[config.mk]
export PLATFORM = sky130hd
export DESIGN_NAME = i2c_slave_transaction_handler_top_flat
export DESIGN_NICKNAME = d
export VERILOG_FILES = /design/src/hdl/ish_pkg.sv /design/src/hdl/ish_in_if.sv /design/src/hdl/ish_out_if.sv /design/src/hdl/ish_ram.sv /design/src/hdl/ish_res_q.sv /design/src/hdl/ish_ctrl.sv /design/src/hdl/i2c_slave_transaction_handler_top.sv /design/src/flat_wrapper.sv
export SDC_FILE = /design/constraint.sdc
export NUM_CORES = 1
export LEC_CHECK = 0
export BUFFER_PORTS_ARGS = -buffer_cell sky130_fd_sc_hd__clkbuf_2
export CORE_MARGIN = 2
export CORE_UTILIZATION = 25
export CTS_BUF_LIST = sky130_fd_sc_hd__clkbuf_16
export DETAILED_ROUTE_END_ITERATION = 16
export GPL_TIMING_DRIVEN = 0
export PLACE_DENSITY = 0.38
export SLEW_MARGIN = 20
export SYNTH_ARGS = -nofsm -noshare
export SYNTH_HDL_FRONTEND = slang
export SYNTH_SLANG_ARGS = --single-unit
[constraint.sdc]
create_clock -name clk -period 3.35 [get_ports clk]
set_clock_uncertainty 0.05 [all_clocks]
set_input_delay 1.005 -clock clk [delete_from_list [all_inputs] [get_ports clk]]
set_output_delay 1.005 -clock clk [all_outputs]
set_load 0.02 [all_outputs]
[src/hdl/ish_pkg.sv]
// Shared types, codes and default sizes for the I2C slave transaction handler.
// No dependencies; ish_res_q, ish_ctrl and the top level import this package.
package ish_pkg;

  localparam int RX_DEPTH_DEF = 8;
  localparam int TX_DEPTH_DEF = 8;

  typedef enum logic [1:0] {
    MODE_BUS_EVENT = 2'd0,
    MODE_HOST_WR   = 2'd1,
    MODE_HOST_RD   = 2'd2,
    MODE_ABORT     = 2'd3
  } mode_t;

  typedef enum logic [1:0] {
    CMD_NONE          = 2'd0,
    CMD_RESPOND       = 2'd1,
    CMD_COMPLETE      = 2'd2,
    CMD_NACK_COMPLETE = 2'd3
  } cmd_t;

  typedef enum logic [2:0] {
    RES_UNKNOWN  = 3'd0,
    RES_OK       = 3'd1,
    RES_BUSERR   = 3'd2,
    RES_COLL     = 3'd3,
    RES_FAIL     = 3'd4,
    RES_ABORTED  = 3'd5,
    RES_OVERFLOW = 3'd6
  } result_t;

  typedef struct packed {
    logic [1:0] mode;
    logic       bus_error;
    logic       collision;
    logic       addr_stop_flag;
    logic       addr_match;
    logic       data_flag;
    logic       master_reads;
    logic       master_nack;
    logic [7:0] rx_byte;
    logic [2:0] host_index;
  } in_item_t;

  typedef struct packed {
    logic [1:0] bus_command;
    logic [7:0] tx_byte;
    logic       tx_valid;
    logic       clear_stop_flag;
    logic       stop_irq_enable;
    logic       busy_res;
    logic [2:0] result_code;
    logic [3:0] rx_count;
    logic [3:0] tx_count;
    logic       rx_strobe;
    logic [7:0] host_data;
  } res_t;

endpackage

[src/hdl/ish_in_if.sv]
// Input channel of the transaction handler: valid/ready plus one item word.
// Depends on nothing; field widths follow ish_pkg::in_item_t.
interface ish_in_if;
  logic       valid;
  logic       ready;
  logic [1:0] mode;
  logic       bus_error;
  logic       collision;
  logic       addr_stop_flag;
  logic       addr_match;
  logic       data_flag;
  logic       master_reads;
  logic       master_nack;
  logic [7:0] rx_byte;
  logic [2:0] host_index;

  modport source (
    output valid, mode, bus_error, collision, addr_stop_flag, addr_match,
           data_flag, master_reads, master_nack, rx_byte, host_index,
    input  ready
  );

  modport sink (
    input  valid, mode, bus_error, collision, addr_stop_flag, addr_match,
           data_flag, master_reads, master_nack, rx_byte, host_index,
    output ready
  );
endinterface

[src/hdl/ish_out_if.sv]
// Result channel of the transaction handler: valid/ready plus one result word.
// Depends on nothing; field widths follow ish_pkg::res_t.
interface ish_out_if;
  logic       valid;
  logic       ready;
  logic [1:0] bus_command;
  logic [7:0] tx_byte;
  logic       tx_valid;
  logic       clear_stop_flag;
  logic       stop_irq_enable;
  logic       busy_res;
  logic [2:0] result_code;
  logic [3:0] rx_count;
  logic [3:0] tx_count;
  logic       rx_strobe;
  logic [7:0] host_data;

  modport source (
    output valid, bus_command, tx_byte, tx_valid, clear_stop_flag,
           stop_irq_enable, busy_res, result_code, rx_count, tx_count,
           rx_strobe, host_data,
    input  ready
  );

  modport sink (
    input  valid, bus_command, tx_byte, tx_valid, clear_stop_flag,
           stop_irq_enable, busy_res, result_code, rx_count, tx_count,
           rx_strobe, host_data,
    output ready
  );
endinterface

[src/hdl/ish_ram.sv]
// Simple byte RAM: one write port and one read port with registered read data.
// No dependencies.
module ish_ram #(
  parameter int DEPTH = 8,
  parameter int AW    = 3
) (
  input  logic          clk,
  input  logic          we,
  input  logic [AW-1:0] waddr,
  input  logic [7:0]    wdata,
  input  logic          re,
  input  logic [AW-1:0] raddr,
  output logic [7:0]    rdata
);

  logic [7:0] mem [DEPTH];
  logic [7:0] rdata_r;

  always_ff @(posedge clk) begin
    if (we) begin
      mem[waddr] <= wdata;
    end
  end

  always_ff @(posedge clk) begin
    if (re) begin
      rdata_r <= mem[raddr];
    end
  end

  assign rdata = rdata_r;

endmodule

[src/hdl/ish_res_q.sv]
// Two-word result queue that decouples the handler from the result channel.
// Depends on ish_pkg for the result word type.
module ish_res_q (
  input  logic          clk,
  input  logic          rst_n,
  input  logic          push,
  input  ish_pkg::res_t push_data,
  output logic          full,
  output logic          out_valid,
  input  logic          out_ready,
  output ish_pkg::res_t out_data
);
  import ish_pkg::*;

  res_t       ent_r [2];
  logic       wr_ptr_r, wr_ptr_nxt;
  logic       rd_ptr_r, rd_ptr_nxt;
  logic [1:0] cnt_r, cnt_nxt;
  logic       pop;

  assign pop       = out_valid && out_ready;
  assign out_valid = (cnt_r != 2'd0);
  assign full      = (cnt_r == 2'd2);
  assign out_data  = ent_r[rd_ptr_r];

  always_comb begin
    wr_ptr_nxt = push ? ~wr_ptr_r : wr_ptr_r;
    rd_ptr_nxt = pop ? ~rd_ptr_r : rd_ptr_r;
    cnt_nxt    = cnt_r + {1'b0, push} - {1'b0, pop};
  end

  always_ff @(posedge clk) begin
    if (!rst_n) begin
      wr_ptr_r <= 1'b0;
      rd_ptr_r <= 1'b0;
      cnt_r    <= 2'd0;
    end else begin
      wr_ptr_r <= wr_ptr_nxt;
      rd_ptr_r <= rd_ptr_nxt;
      cnt_r    <= cnt_nxt;
    end
  end

  always_ff @(posedge clk) begin
    if (push) begin
      ent_r[wr_ptr_r] <= push_data;
    end
  end

endmodule

[src/hdl/ish_ctrl.sv]
// Item register, transaction state and event decode of the handler.
// Depends on ish_pkg; drives the two byte RAMs and the result queue.
module ish_ctrl #(
  parameter int RX_DEPTH = ish_pkg::RX_DEPTH_DEF,
  parameter int TX_DEPTH = ish_pkg::TX_DEPTH_DEF,
  parameter int RX_AW    = 3,
  parameter int TX_AW    = 3
) (
  input  logic              clk,
  input  logic              rst_n,
  input  logic              in_valid,
  output logic              in_ready,
  input  ish_pkg::in_item_t in_item,
  input  logic              q_full,
  output logic              q_push,
  output ish_pkg::res_t     q_data,
  output logic              rx_we,
  output logic [RX_AW-1:0]  rx_waddr,
  output logic [7:0]        rx_wdata,
  output logic              rx_re,
  output logic [RX_AW-1:0]  rx_raddr,
  input  logic [7:0]        rx_rdata,
  output logic              tx_we,
  output logic [TX_AW-1:0]  tx_waddr,
  output logic [7:0]        tx_wdata,
  output logic              tx_re,
  output logic [TX_AW-1:0]  tx_raddr,
  input  logic [7:0]        tx_rdata
);
  import ish_pkg::*;

  localparam int RX_CW = $clog2(RX_DEPTH + 1);
  localparam int TX_CW = $clog2(TX_DEPTH + 1);

  // Item register
  logic     s1_vld_r;
  in_item_t s1_r;

  // Transaction state
  logic [RX_CW-1:0] rx_cnt_r, rx_cnt_nxt;
  logic [TX_CW-1:0] tx_cnt_r, tx_cnt_nxt;
  logic             busy_r, busy_nxt;
  result_t          res_r, res_nxt;
  logic             abort_r, abort_nxt;
  logic             stop_en_r, stop_en_nxt;
  logic [TX_DEPTH-1:0] tx_wr_r;

  // Read forwarding, captured alongside the RAM reads
  logic       rx_byp_r, tx_byp_r, tx_ok_r;
  logic [7:0] rx_byp_data_r, tx_byp_data_r;

  logic       advance, in_fire;
  logic       rx_we_c, tx_we_c;
  logic [7:0] rx_rd, tx_rd;
  logic [8:0] s1_idx_ext, in_idx_ext, rxc_ext, txc_ext;
  logic       s1_rx_ok, s1_tx_ok;
  cmd_t       cmd;
  logic [7:0] txb, hdata;
  logic       txv, clr, strobe;

  assign advance  = s1_vld_r && !q_full;
  assign in_ready = !s1_vld_r || !q_full;
  assign in_fire  = in_valid && in_ready;

  assign s1_idx_ext = 9'(s1_r.host_index);
  assign in_idx_ext = 9'(in_item.host_index);
  assign s1_rx_ok   = (s1_idx_ext < 9'(RX_DEPTH));
  assign s1_tx_ok   = (s1_idx_ext < 9'(TX_DEPTH));

  assign rx_rd = rx_byp_r ? rx_byp_data_r : rx_rdata;
  // A send entry that the host never loaded reads as zero.
  assign tx_rd = tx_byp_r ? tx_byp_data_r : (tx_ok_r ? tx_rdata : 8'd0);

  always_comb begin
    rx_cnt_nxt  = rx_cnt_r;
    tx_cnt_nxt  = tx_cnt_r;
    busy_nxt    = busy_r;
    res_nxt     = res_r;
    abort_nxt   = abort_r;
    stop_en_nxt = stop_en_r;
    cmd         = CMD_NONE;
    txb         = 8'd0;
    txv         = 1'b0;
    clr         = 1'b0;
    strobe      = 1'b0;
    hdata       = 8'd0;
    rx_we_c     = 1'b0;
    tx_we_c     = 1'b0;
    if (s1_vld_r) begin
      case (mode_t'(s1_r.mode))
        MODE_HOST_WR: begin
          tx_we_c = s1_tx_ok;
        end
        MODE_HOST_RD: begin
          hdata = s1_rx_ok ? rx_rd : 8'd0;
        end
        MODE_ABORT: begin
          abort_nxt = 1'b1;
        end
        default: begin
          if (s1_r.bus_error || s1_r.collision) begin
            rx_cnt_nxt = '0;
            tx_cnt_nxt = '0;
            busy_nxt   = 1'b0;
            res_nxt    = s1_r.bus_error ? RES_BUSERR : RES_COLL;
          end else if (s1_r.addr_stop_flag && s1_r.addr_match) begin
            if (abort_r) begin
              cmd       = CMD_COMPLETE;
              busy_nxt  = 1'b0;
              res_nxt   = RES_ABORTED;
              abort_nxt = 1'b0;
            end else begin
              busy_nxt    = 1'b1;
              res_nxt     = RES_UNKNOWN;
              stop_en_nxt = 1'b0;
              rx_cnt_nxt  = '0;
              tx_cnt_nxt  = '0;
              cmd         = CMD_RESPOND;
            end
          end else if (s1_r.addr_stop_flag) begin
            stop_en_nxt = 1'b0;
            clr         = 1'b1;
            busy_nxt    = 1'b0;
            res_nxt     = RES_OK;
          end else if (s1_r.data_flag) begin
            if (s1_r.master_reads) begin
              if ((tx_cnt_r != '0) && s1_r.master_nack) begin
                cmd      = CMD_COMPLETE;
                busy_nxt = 1'b0;
                res_nxt  = RES_OK;
              end else if (tx_cnt_r < TX_CW'(TX_DEPTH)) begin
                txb        = tx_rd;
                txv        = 1'b1;
                tx_cnt_nxt = TX_CW'(tx_cnt_r + 1'b1);
                cmd        = CMD_RESPOND;
              end else begin
                cmd      = CMD_COMPLETE;
                busy_nxt = 1'b0;
                res_nxt  = RES_OVERFLOW;
              end
            end else begin
              stop_en_nxt = 1'b1;
              if (rx_cnt_r < RX_CW'(RX_DEPTH)) begin
                rx_we_c    = 1'b1;
                strobe     = 1'b1;
                rx_cnt_nxt = RX_CW'(rx_cnt_r + 1'b1);
                if (abort_r) begin
                  cmd       = CMD_COMPLETE;
                  busy_nxt  = 1'b0;
                  res_nxt   = RES_ABORTED;
                  abort_nxt = 1'b0;
                end else begin
                  cmd = CMD_RESPOND;
                end
              end else begin
                cmd      = CMD_NACK_COMPLETE;
                busy_nxt = 1'b0;
                res_nxt  = RES_OVERFLOW;
              end
            end
          end else begin
            busy_nxt = 1'b0;
            res_nxt  = RES_FAIL;
          end
        end
      endcase
    end
  end

  assign rxc_ext = 9'(rx_cnt_nxt);
  assign txc_ext = 9'(tx_cnt_nxt);

  always_comb begin
    q_push                 = advance;
    q_data.bus_command     = cmd;
    q_data.tx_byte         = txb;
    q_data.tx_valid        = txv;
    q_data.clear_stop_flag = clr;
    q_data.stop_irq_enable = stop_en_nxt;
    q_data.busy_res        = busy_nxt;
    q_data.result_code     = res_nxt;
    q_data.rx_count        = rxc_ext[3:0];
    q_data.tx_count        = txc_ext[3:0];
    q_data.rx_strobe       = strobe;
    q_data.host_data       = hdata;
  end

  // RAM writes happen as the item leaves the register.
  assign rx_we    = advance && rx_we_c;
  assign rx_waddr = rx_cnt_r[RX_AW-1:0];
  assign rx_wdata = s1_r.rx_byte;
  assign tx_we    = advance && tx_we_c;
  assign tx_waddr = s1_idx_ext[TX_AW-1:0];
  assign tx_wdata = s1_r.rx_byte;

  // RAM reads are issued as an item enters, against the state the previous
  // item leaves behind; a write in the same cycle is forwarded.
  assign rx_re    = in_fire;
  assign rx_raddr = (in_idx_ext < 9'(RX_DEPTH)) ? in_idx_ext[RX_AW-1:0] : '0;
  assign tx_re    = in_fire;
  assign tx_raddr = (tx_cnt_nxt < TX_CW'(TX_DEPTH)) ? tx_cnt_nxt[TX_AW-1:0] : '0;

  always_ff @(posedge clk) begin
    if (!rst_n) begin
      s1_vld_r  <= 1'b0;
      rx_cnt_r  <= '0;
      tx_cnt_r  <= '0;
      busy_r    <= 1'b0;
      res_r     <= RES_UNKNOWN;
      abort_r   <= 1'b0;
      stop_en_r <= 1'b0;
      tx_wr_r   <= '0;
    end else begin
      if (in_fire) begin
        s1_vld_r <= 1'b1;
      end else if (advance) begin
        s1_vld_r <= 1'b0;
      end
      if (advance) begin
        rx_cnt_r  <= rx_cnt_nxt;
        tx_cnt_r  <= tx_cnt_nxt;
        busy_r    <= busy_nxt;
        res_r     <= res_nxt;
        abort_r   <= abort_nxt;
        stop_en_r <= stop_en_nxt;
      end
      if (tx_we) begin
        tx_wr_r[tx_waddr] <= 1'b1;
      end
    end
  end

  always_ff @(posedge clk) begin
    if (in_fire) begin
      s1_r          <= in_item;
      rx_byp_r      <= rx_we && (rx_waddr == rx_raddr);
      rx_byp_data_r <= rx_wdata;
      tx_byp_r      <= tx_we && (tx_waddr == tx_raddr);
      tx_byp_data_r <= tx_wdata;
      tx_ok_r       <= tx_wr_r[tx_raddr];
    end
  end

endmodule

[src/hdl/i2c_slave_transaction_handler_top.sv]
// Top level of the I2C slave transaction handler.
// Depends on ish_pkg, ish_in_if, ish_out_if, ish_ram, ish_ctrl and ish_res_q.
//
//   channel   direction  handshake      word
//   in_chan   in         valid/ready    bus event or host request
//   out_chan  out        valid/ready    bus command, result and counters
//
// Every accepted word yields exactly one result word; a new word can be taken
// every cycle while the result queue is not full. Each word waits in the item
// register while the RAM read completes, then its result enters a two-deep queue.
// rst_n is synchronous, active low; the send buffer reads as zero after reset.
// When the result queue is full the item register holds and in_chan stalls.
module i2c_slave_transaction_handler_top #(
  parameter int RX_DEPTH = ish_pkg::RX_DEPTH_DEF,
  parameter int TX_DEPTH = ish_pkg::TX_DEPTH_DEF
) (
  input logic      clk,
  input logic      rst_n,
  ish_in_if.sink   in_chan,
  ish_out_if.source out_chan
);
  import ish_pkg::*;

  localparam int RX_AW = (RX_DEPTH > 1) ? $clog2(RX_DEPTH) : 1;
  localparam int TX_AW = (TX_DEPTH > 1) ? $clog2(TX_DEPTH) : 1;

  in_item_t         item;
  res_t             push_data, head;
  logic             q_full, q_push;
  logic             rx_we, rx_re, tx_we, tx_re;
  logic [RX_AW-1:0] rx_waddr, rx_raddr;
  logic [TX_AW-1:0] tx_waddr, tx_raddr;
  logic [7:0]       rx_wdata, rx_rdata, tx_wdata, tx_rdata;

  always_comb begin
    item.mode           = in_chan.mode;
    item.bus_error      = in_chan.bus_error;
    item.collision      = in_chan.collision;
    item.addr_stop_flag = in_chan.addr_stop_flag;
    item.addr_match     = in_chan.addr_match;
    item.data_flag      = in_chan.data_flag;
    item.master_reads   = in_chan.master_reads;
    item.master_nack    = in_chan.master_nack;
    item.rx_byte        = in_chan.rx_byte;
    item.host_index     = in_chan.host_index;
  end

  ish_ctrl #(
    .RX_DEPTH (RX_DEPTH),
    .TX_DEPTH (TX_DEPTH),
    .RX_AW    (RX_AW),
    .TX_AW    (TX_AW)
  ) u_ctrl (
    .clk      (clk),
    .rst_n    (rst_n),
    .in_valid (in_chan.valid),
    .in_ready (in_chan.ready),
    .in_item  (item),
    .q_full   (q_full),
    .q_push   (q_push),
    .q_data   (push_data),
    .rx_we    (rx_we),
    .rx_waddr (rx_waddr),
    .rx_wdata (rx_wdata),
    .rx_re    (rx_re),
    .rx_raddr (rx_raddr),
    .rx_rdata (rx_rdata),
    .tx_we    (tx_we),
    .tx_waddr (tx_waddr),
    .tx_wdata (tx_wdata),
    .tx_re    (tx_re),
    .tx_raddr (tx_raddr),
    .tx_rdata (tx_rdata)
  );

  ish_ram #(.DEPTH(RX_DEPTH), .AW(RX_AW)) u_rx_ram (
    .clk   (clk),
    .we    (rx_we),
    .waddr (rx_waddr),
    .wdata (rx_wdata),
    .re    (rx_re),
    .raddr (rx_raddr),
    .rdata (rx_rdata)
  );

  ish_ram #(.DEPTH(TX_DEPTH), .AW(TX_AW)) u_tx_ram (
    .clk   (clk),
    .we    (tx_we),
    .waddr (tx_waddr),
    .wdata (tx_wdata),
    .re    (tx_re),
    .raddr (tx_raddr),
    .rdata (tx_rdata)
  );

  ish_res_q u_res_q (
    .clk       (clk),
    .rst_n     (rst_n),
    .push      (q_push),
    .push_data (push_data),
    .full      (q_full),
    .out_valid (out_chan.valid),
    .out_ready (out_chan.ready),
    .out_data  (head)
  );

  always_comb begin
    out_chan.bus_command     = head.bus_command;
    out_chan.tx_byte         = head.tx_byte;
    out_chan.tx_valid        = head.tx_valid;
    out_chan.clear_stop_flag = head.clear_stop_flag;
    out_chan.stop_irq_enable = head.stop_irq_enable;
    out_chan.busy_res        = head.busy_res;
    out_chan.result_code     = head.result_code;
    out_chan.rx_count        = head.rx_count;
    out_chan.tx_count        = head.tx_count;
    out_chan.rx_strobe       = head.rx_strobe;
    out_chan.host_data       = head.host_data;
  end

endmodule

[src/flat_wrapper.sv]
// flat-port wrapper written by rule: the top's interface ports become plain ports
module i2c_slave_transaction_handler_top_flat import ish_pkg::*;
#(
  parameter int RX_DEPTH = ish_pkg::RX_DEPTH_DEF,
  parameter int TX_DEPTH = ish_pkg::TX_DEPTH_DEF
)
  (clk, rst_n, in_chan_valid, in_chan_mode, in_chan_bus_error, in_chan_collision, in_chan_addr_stop_flag, in_chan_addr_match, in_chan_data_flag, in_chan_master_reads, in_chan_master_nack, in_chan_rx_byte, in_chan_host_index, in_chan_ready, out_chan_valid, out_chan_bus_command, out_chan_tx_byte, out_chan_tx_valid, out_chan_clear_stop_flag, out_chan_stop_irq_enable, out_chan_busy_res, out_chan_result_code, out_chan_rx_count, out_chan_tx_count, out_chan_rx_strobe, out_chan_host_data, out_chan_ready);
  ish_in_if in_chan_i ();
  ish_out_if out_chan_i ();
  input logic clk;
  input logic rst_n;
  input wire logic [$bits(in_chan_i.valid)-1:0] in_chan_valid;
  input wire logic [$bits(in_chan_i.mode)-1:0] in_chan_mode;
  input wire logic [$bits(in_chan_i.bus_error)-1:0] in_chan_bus_error;
  input wire logic [$bits(in_chan_i.collision)-1:0] in_chan_collision;
  input wire logic [$bits(in_chan_i.addr_stop_flag)-1:0] in_chan_addr_stop_flag;
  input wire logic [$bits(in_chan_i.addr_match)-1:0] in_chan_addr_match;
  input wire logic [$bits(in_chan_i.data_flag)-1:0] in_chan_data_flag;
  input wire logic [$bits(in_chan_i.master_reads)-1:0] in_chan_master_reads;
  input wire logic [$bits(in_chan_i.master_nack)-1:0] in_chan_master_nack;
  input wire logic [$bits(in_chan_i.rx_byte)-1:0] in_chan_rx_byte;
  input wire logic [$bits(in_chan_i.host_index)-1:0] in_chan_host_index;
  output wire logic [$bits(in_chan_i.ready)-1:0] in_chan_ready;
  output wire logic [$bits(out_chan_i.valid)-1:0] out_chan_valid;
  output wire logic [$bits(out_chan_i.bus_command)-1:0] out_chan_bus_command;
  output wire logic [$bits(out_chan_i.tx_byte)-1:0] out_chan_tx_byte;
  output wire logic [$bits(out_chan_i.tx_valid)-1:0] out_chan_tx_valid;
  output wire logic [$bits(out_chan_i.clear_stop_flag)-1:0] out_chan_clear_stop_flag;
  output wire logic [$bits(out_chan_i.stop_irq_enable)-1:0] out_chan_stop_irq_enable;
  output wire logic [$bits(out_chan_i.busy_res)-1:0] out_chan_busy_res;
  output wire logic [$bits(out_chan_i.result_code)-1:0] out_chan_result_code;
  output wire logic [$bits(out_chan_i.rx_count)-1:0] out_chan_rx_count;
  output wire logic [$bits(out_chan_i.tx_count)-1:0] out_chan_tx_count;
  output wire logic [$bits(out_chan_i.rx_strobe)-1:0] out_chan_rx_strobe;
  output wire logic [$bits(out_chan_i.host_data)-1:0] out_chan_host_data;
  input wire logic [$bits(out_chan_i.ready)-1:0] out_chan_ready;
  assign in_chan_i.valid = in_chan_valid;
  assign in_chan_i.mode = in_chan_mode;
  assign in_chan_i.bus_error = in_chan_bus_error;
  assign in_chan_i.collision = in_chan_collision;
  assign in_chan_i.addr_stop_flag = in_chan_addr_stop_flag;
  assign in_chan_i.addr_match = in_chan_addr_match;
  assign in_chan_i.data_flag = in_chan_data_flag;
  assign in_chan_i.master_reads = in_chan_master_reads;
  assign in_chan_i.master_nack = in_chan_master_nack;
  assign in_chan_i.rx_byte = in_chan_rx_byte;
  assign in_chan_i.host_index = in_chan_host_index;
  assign in_chan_ready = in_chan_i.ready;
  assign out_chan_valid = out_chan_i.valid;
  assign out_chan_bus_command = out_chan_i.bus_command;
  assign out_chan_tx_byte = out_chan_i.tx_byte;
  assign out_chan_tx_valid = out_chan_i.tx_valid;
  assign out_chan_clear_stop_flag = out_chan_i.clear_stop_flag;
  assign out_chan_stop_irq_enable = out_chan_i.stop_irq_enable;
  assign out_chan_busy_res = out_chan_i.busy_res;
  assign out_chan_result_code = out_chan_i.result_code;
  assign out_chan_rx_count = out_chan_i.rx_count;
  assign out_chan_tx_count = out_chan_i.tx_count;
  assign out_chan_rx_strobe = out_chan_i.rx_strobe;
  assign out_chan_host_data = out_chan_i.host_data;
  assign out_chan_i.ready = out_chan_ready;
  i2c_slave_transaction_handler_top #(.RX_DEPTH(RX_DEPTH), .TX_DEPTH(TX_DEPTH)) u_core (.clk(clk), .rst_n(rst_n), .in_chan(in_chan_i), .out_chan(out_chan_i));
endmodule
# After elaboration in Yosys (flattened, before gate mapping)
# Memories as Yosys holds them, arrays and structs flattened. A register that Yosys moved wholly into a read port is not among the register bits.
# Cells that the tools add are included.
[totals]
wordCells = 200
memories = 3
ram_bits = 196
regBits = 58
out_inout_bits = 36
inputBits = 24
[mem_list]
columns = ["name", "words", "width", "read_ports", "rd_ports_with_merged_regs", "write_ports", "line_no", "text"]
rows = [
  ["u_core.u_res_q.ent_r", 2, 34, 1, 1, 1, "ish_res_q.sv:15", "res_t ent_r [2];"],
  ["u_core.u_rx_ram.mem", 8, 8, 1, 1, 1, "ish_ram.sv:16", "logic [7:0] mem [DEPTH];"],
  ["u_core.u_tx_ram.mem", 8, 8, 1, 1, 1, "ish_ram.sv:16", ""],
]
[op_classes]
n_reduce_logical = 22
n_bitwise = 4
eq_ne = 9
n_addsub = 4
order_cmp = 8
mux = 125
[op_table]
columns = ["op", "count"]
rows = [
  ["$mux W8", 15],
  ["$mux W4", 19],
  ["$mux W1", 63],
  ["$mux W3", 14],
  ["$mux W2", 11],
  ["$lt A3 B4 Y1 const B", 4],
  ["$lt A4 B4 Y1 const B", 3],
  ["$logic_and A1 B1 Y1", 10],
  ["$add A4 B1 Y4 const B", 2],
  ["$or A8 B8 Y8", 1],
  ["$reduce_and A8 Y1", 1],
  ["$eq A2 B2 Y1 const B", 3],
  ["$eq A3 B3 Y1", 2],
  ["$ne A3 B1 Y1 const B", 2],
  ["$reduce_bool A3 Y1", 2],
  ["$reduce_bool A2 Y1", 2],
  ["$reduce_bool A4 Y1", 1],
  ["$bmux W1 S3", 1],
  ["$demux W1 S3", 1],
  ["$ge A3 B1 Y1 const B", 1],
  ["$not A1 Y1", 3],
  ["$reduce_or A3 Y1", 1],
  ["$add A2 B1 Y2", 1],
  ["$eq A2 B1 Y1 const B", 1],
  ["6 further kinds", 8],
]

# Depth between registers and ports, before layout
[logic_depth]
ltp_word = 14
mapped_depth = 12
ltp_nobuf = 10

# Cells and area by module
# A second synthesis with hierarchy kept.
[unflattened]
cells_unflattened = 670
hier_area_um2 = 11415.9
[modules_own_cells]
columns = ["mod", "n_inst", "area_per_inst_um2", "cells_per_inst"]
rows = [
  ["ish_ram", 2, 2771.4, 114],
  ["ish_ctrl", 1, 3020.4, 313],
  ["ish_res_q", 1, 2852.7, 129],
]

# Worst setup path before layout
# OpenSTA, ideal clock, no wires.
[synth_timing]
path_kind = "register -> register"
start = "register u_core.u_res_q.cnt_r[0]"
end = "memory u_core.u_res_q.ent_r[0][0] (netlist name), enable pin"
period_less_slack_ns = 2.943
setup_time_ns = 0.427
slack_ns = 0.407
arrival_time_ns = 2.466
path_stages_with_launch = 6
path_cell_list = "dfxtp_1 nand2b_1 and2_1 clkbuf_1 inv_1 nor2_1"
[synth_via]
elab_chain_len = 5
[synth_lines]
columns = ["element", "line_no", "text"]
rows = [
  ["from (decl)", "ish_res_q.sv:18", "logic [1:0] cnt_r, cnt_nxt;"],
  ["from (signal assigned)", "ish_res_q.sv:40", "cnt_r <= cnt_nxt;"],
  ["$eq A2 B2 Y1", "ish_res_q.sv:23", "assign full = (cnt_r == 2'd2);"],
  ["$logic_not A1 Y1", "ish_ctrl.sv:61", "assign advance = s1_vld_r && !q_full;"],
  ["$logic_and A1 B1 Y1", "ish_ctrl.sv:61", ""],
  ["$mux W1", "ish_res_q.sv:45", "if (push) begin"],
  ["$mux W1 (implied by the code)", "ish_res_q.sv:46", "ent_r[wr_ptr_r] <= push_data;"],
  ["to (decl)", "ish_res_q.sv:15", ""],
]
# No other way between the ends.

==> results.sh <==
export IMPL_status="finished clean"
export IMPL_area_delta_synth_final_pct=20.01
export IMPL_core_area_um2=43360
export IMPL_ys_seq_elements=271
export IMPL_r2r_slack_ns=0.25
export IMPL_synth_compound_area_frac=0.07834
export IMPL_start_kind="flop"
export IMPL_power_density_nw_per_um2=646.2
export IMPL_p_sw_frac=0.2512
export IMPL_drtIter0Drc=339
export IMPL_fin_crit_sh=0.9246
export IMPL_required_ns=3.50
export IMPL_syn_avg_cell_area_um2=15.81
export IMPL_ir_drop_mv=0.3864
export IMPL_hold_violations=0
export IMPL_wire_per_inst_um=20.45
export IMPL_fp_row_count=76
export IMPL_clk_pin_slew_ns=0.06
export IMPL_fp_dieArea_um2=45840
export IMPL_cp_max_fo=9
export IMPL_grt_first_pass_wirelength_mm=43.41
export IMPL_ctsRootBufferMaster="clkbuf_16"
export IMPL_syn_area_um2=11040
export IMPL_synth_edf_count=243
export IMPL_hold_ws_ns=0.4096
export IMPL_layout_nets=825
export IMPL_end_kind="flop"
export IMPL_dp_slack_ns=-0.02898
export IMPL_worstPathArrival_ns=3.24
export IMPL_design_power_total_mw=8.558
export IMPL_power_share_combinational=0.124
export IMPL_die_y_um=214.1
export IMPL_clockPowerShare=0.412
export IMPL_ys_flop_type="edfxtp_1"
export IMPL_drc=0
export IMPL_p_int_mw=6.408
export IMPL_numCtsBuffers=31
export IMPL_viasPerCell=4.406
export IMPL_synth_area_mux_share=0.09592
export IMPL_worst_pin_slew_ns=1.056
export IMPL_reg2reg_to="u_core.u_rx_ram.mem[2][5]"
export IMPL_wl_mm=28.67
export IMPL_power_switching_mw=2.149
export IMPL_start_util=0.2545
export IMPL_yosys_warnings=0
export IMPL_synth_cell_types=66
export IMPL_ios=60
export IMPL_synth_simple_area_share=0.07370
export IMPL_timing_rr_start="u_core.u_ctrl.s1_r[15]"
export IMPL_synth_fa_ha_area_frac=0.01020
export IMPL_synth_top_family_by_area="multiplexers"
export IMPL_cap_violations=0
export IMPL_synthArstFlopShare=0
export IMPL_critPathKind="flop to flop"
export IMPL_grt_pass1_vias=6466
export IMPL_final_max_slew_viol_count=0
export IMPL_r2r_cells=6
export IMPL_synthXorXnorAreaFrac=0.007029
export IMPL_maxSlewHeadroom=0.2936
export IMPL_rsz0062_at_grt="no"
export IMPL_antenna_found_initial=2
export IMPL_insertedDiodeCount=0
export IMPL_grt_overflow_total=0
export IMPL_post_route_min_period_ns=3.097
export IMPL_cts_root_to_sink_buffers=3
export IMPL_grt_max_degree=43
export IMPL_ant_nets=0
export IMPL_vias=6177
export IMPL_layout_setup_ws_ns=0.2526
export IMPL_worstSetupEndpoint="u_core.u_rx_ram.mem[2][5]"
export IMPL_startpoint="u_core.u_ctrl.s1_r[15]"
export IMPL_setup_viol=0
export IMPL_cts_setup_buffers=0
export IMPL_port_buffers=58
export IMPL_hpwlAfterDp_mm=18.96
export IMPL_dieWidth_um=214.1
export IMPL_grtUsageTotal=0.1259
export IMPL_hold_path_class="flop to flop"
export IMPL_clk_latency_ns=0.58
export IMPL_htreeDepth=1
export IMPL_firstDrtPassIters=5
export IMPL_synth_seq_area_share=0.7120
export IMPL_synth_fp_nets=731
export IMPL_p_seq_frac=0.465
export IMPL_p_leak_nw=4.466
export IMPL_fmax_mhz=322.8
export IMPL_hp_start="u_core.u_ctrl.tx_wr_r[7]"
export IMPL_final_layout_size_suffix_gt1_frac=0.2766
export IMPL_synthCells=698
export IMPL_cts_tree="done"
export IMPL_routabilityCongestion=0.7789
export IMPL_cts_sinks=271
power groups by stage:
stage	clock [mW]	sequential, mW	combinational (mW)
global placement	0	4.05	1.07
floorplan	0	3.99	0.710
detailed placement	0	4.04	1.09
CTS	3.64	3.97	1.10
global route	3.76	4.00	1.16
finish	3.52	3.98	1.06
stage by stage:
stage | instances | area, um^2 | utilization | TNS, ns
after floorplan | 698 | 11040 | - | 0
after global routing | 1402 | 13240 | 0.3054 | 0
after CTS | 1403 | 13240 | 0.3053 | 0
final | 1402 | 13240 | 0.3054 | 0
after global placement | 1341 | 12060 | 0.2781 | -65.45
after detailed placement | 1345 | 12170 | 0.2806 | -0.06641
cells in the mapped netlist, drive strengths merged (2+ instances only):
library cell	n	area share
a211oi	2	0.0018
a21boi	6	0.0041
a21oi	16	0.0076
a22o	3	0.0024
a22oi	8	0.0054
a2bb2oi	3	0.0024
a311o	3	0.0027
a31oi	4	0.0028
a32oi	3	0.0024
and2	9	0.0051
and3	2	0.0011
buf	20	0.011
clkbuf	14	0.0048
dfxtp	28	0.051
edfxtp	243	0.66
ha	9	0.010
inv	19	0.0067
mux2	54	0.055
mux2i	9	0.0082
mux4	16	0.033
nand2	47	0.017
nand2b	11	0.0083
nand3	11	0.0050
nand3b	3	0.0020
nor2	45	0.015
nor2b	6	0.0034
nor3	13	0.0059
nor3b	2	0.0014
o211a	4	0.0036
o211ai	6	0.0045
o21a	12	0.0082
o21ai	19	0.0096
o221ai	6	0.0048
o22a	2	0.0016
o22ai	11	0.0062
or2	3	0.0017
or3	7	0.0044
xnor2	8	0.0070
area by class of cell:
cell class	count	area [um^2]
Tap cell	585	732.0
Timing Repair Buffer	62	365.4
Inverter	19	73.82
Fill cell	4391	30120
Clock buffer	31	775.7
Clock inverter	27	289.0
Multi-Input combinational cell	374	2970
Buffer	33	180.2
Sequential cell	271	7858
registers in the layout, summed over array words and instances, names as in the netlist, 2 cells and up, named ones only:
signal and flops:
u_core.u_ctrl.s1_r 9, u_core.u_res_q.ent_r 68, u_core.u_ctrl.tx_cnt_r 4, u_core.u_ctrl.rx_cnt_r 4, u_core.u_tx_ram.mem 64, u_core.u_tx_ram.rdata 8, u_core.u_res_q.cnt_r 2, u_core.u_ctrl.res_r 3
u_core.u_rx_ram.rdata 8, u_core.u_rx_ram.mem 64, u_core.u_ctrl.rx_wdata 8, u_core.u_ctrl.tx_wr_r 8, u_core.u_ctrl.tx_waddr 3, u_core.u_ctrl.tx_byp_data_r 8
worst min path at each step:
| stage | endpoint | slack (ns) | cells after the start |
|---|---|---|---|
| after floorplan | u_core.u_ctrl.tx_wr_r[7] | 0.38 | 1 |
| after global placement | u_core.u_ctrl.tx_wr_r[5] | 0.39 | 1 |
| after detailed placement | u_core.u_ctrl.tx_wr_r[7] | 0.40 | 1 |
| after CTS | u_core.u_ctrl.tx_wr_r[7] | 0.41 | 1 |
| after global routing | u_core.u_ctrl.tx_wr_r[3] | 0.43 | 1 |
| final | u_core.u_ctrl.tx_wr_r[7] | 0.41 | 1 |
layer usage:
layer  global-route usage  routed length (um)
met5                    0                  31
met4              0.03495                 560
met3              0.02397                1192
met2               0.1965               13000
met1               0.1785               13890
cells by family after synthesis:
kind of cell               count (synthesis)
DFF                                      271
and+or+nand+nor                          162
AOI/OAI and AO/OA                        116
muxes                                     79
buffers and inverters                     53
adders and majority gates                  9
xor gates and xnor gates                   8
critical path, stage by stage (launching register included):
cell	delay, ns
edfxtp_1	0.52
nand2b_4	0.23
nor3_1	0.47
nand2_1	0.20
inv_1	0.18
nand3_1	0.28
nor2_1	0.80
cells in the final DEF, fill, tap and decap left out, drive strengths merged, types with 4 or more instances in the layout:
master	Yosys	routed
edfxtp	243	243
clkbuf	14	102
mux2	54	54
nand2	47	47
nor2	45	45
dfxtp	28	28
inv	19	25
buf	20	24
o21ai	19	19
mux4	16	16
a21oi	16	16
nor3	13	13
o21a	12	12
clkinv	0	12
o22ai	11	11
nand3	11	11
nand2b	11	11
mux2i	9	9
ha	9	9
and2	9	9
a22oi	8	8
xnor2	8	8
or3	7	7
nor2b	6	6
o221ai	6	6
a21boi	6	6
bufinv	0	6
o211ai	6	6
o211a	4	4
a31oi	4	4
repair_timing:
action,CTS,global route
gates resized for setup,8,1
setup endpoints to repair,32,13
hold buffers,0,0
(Power assumes the default switching activity.)
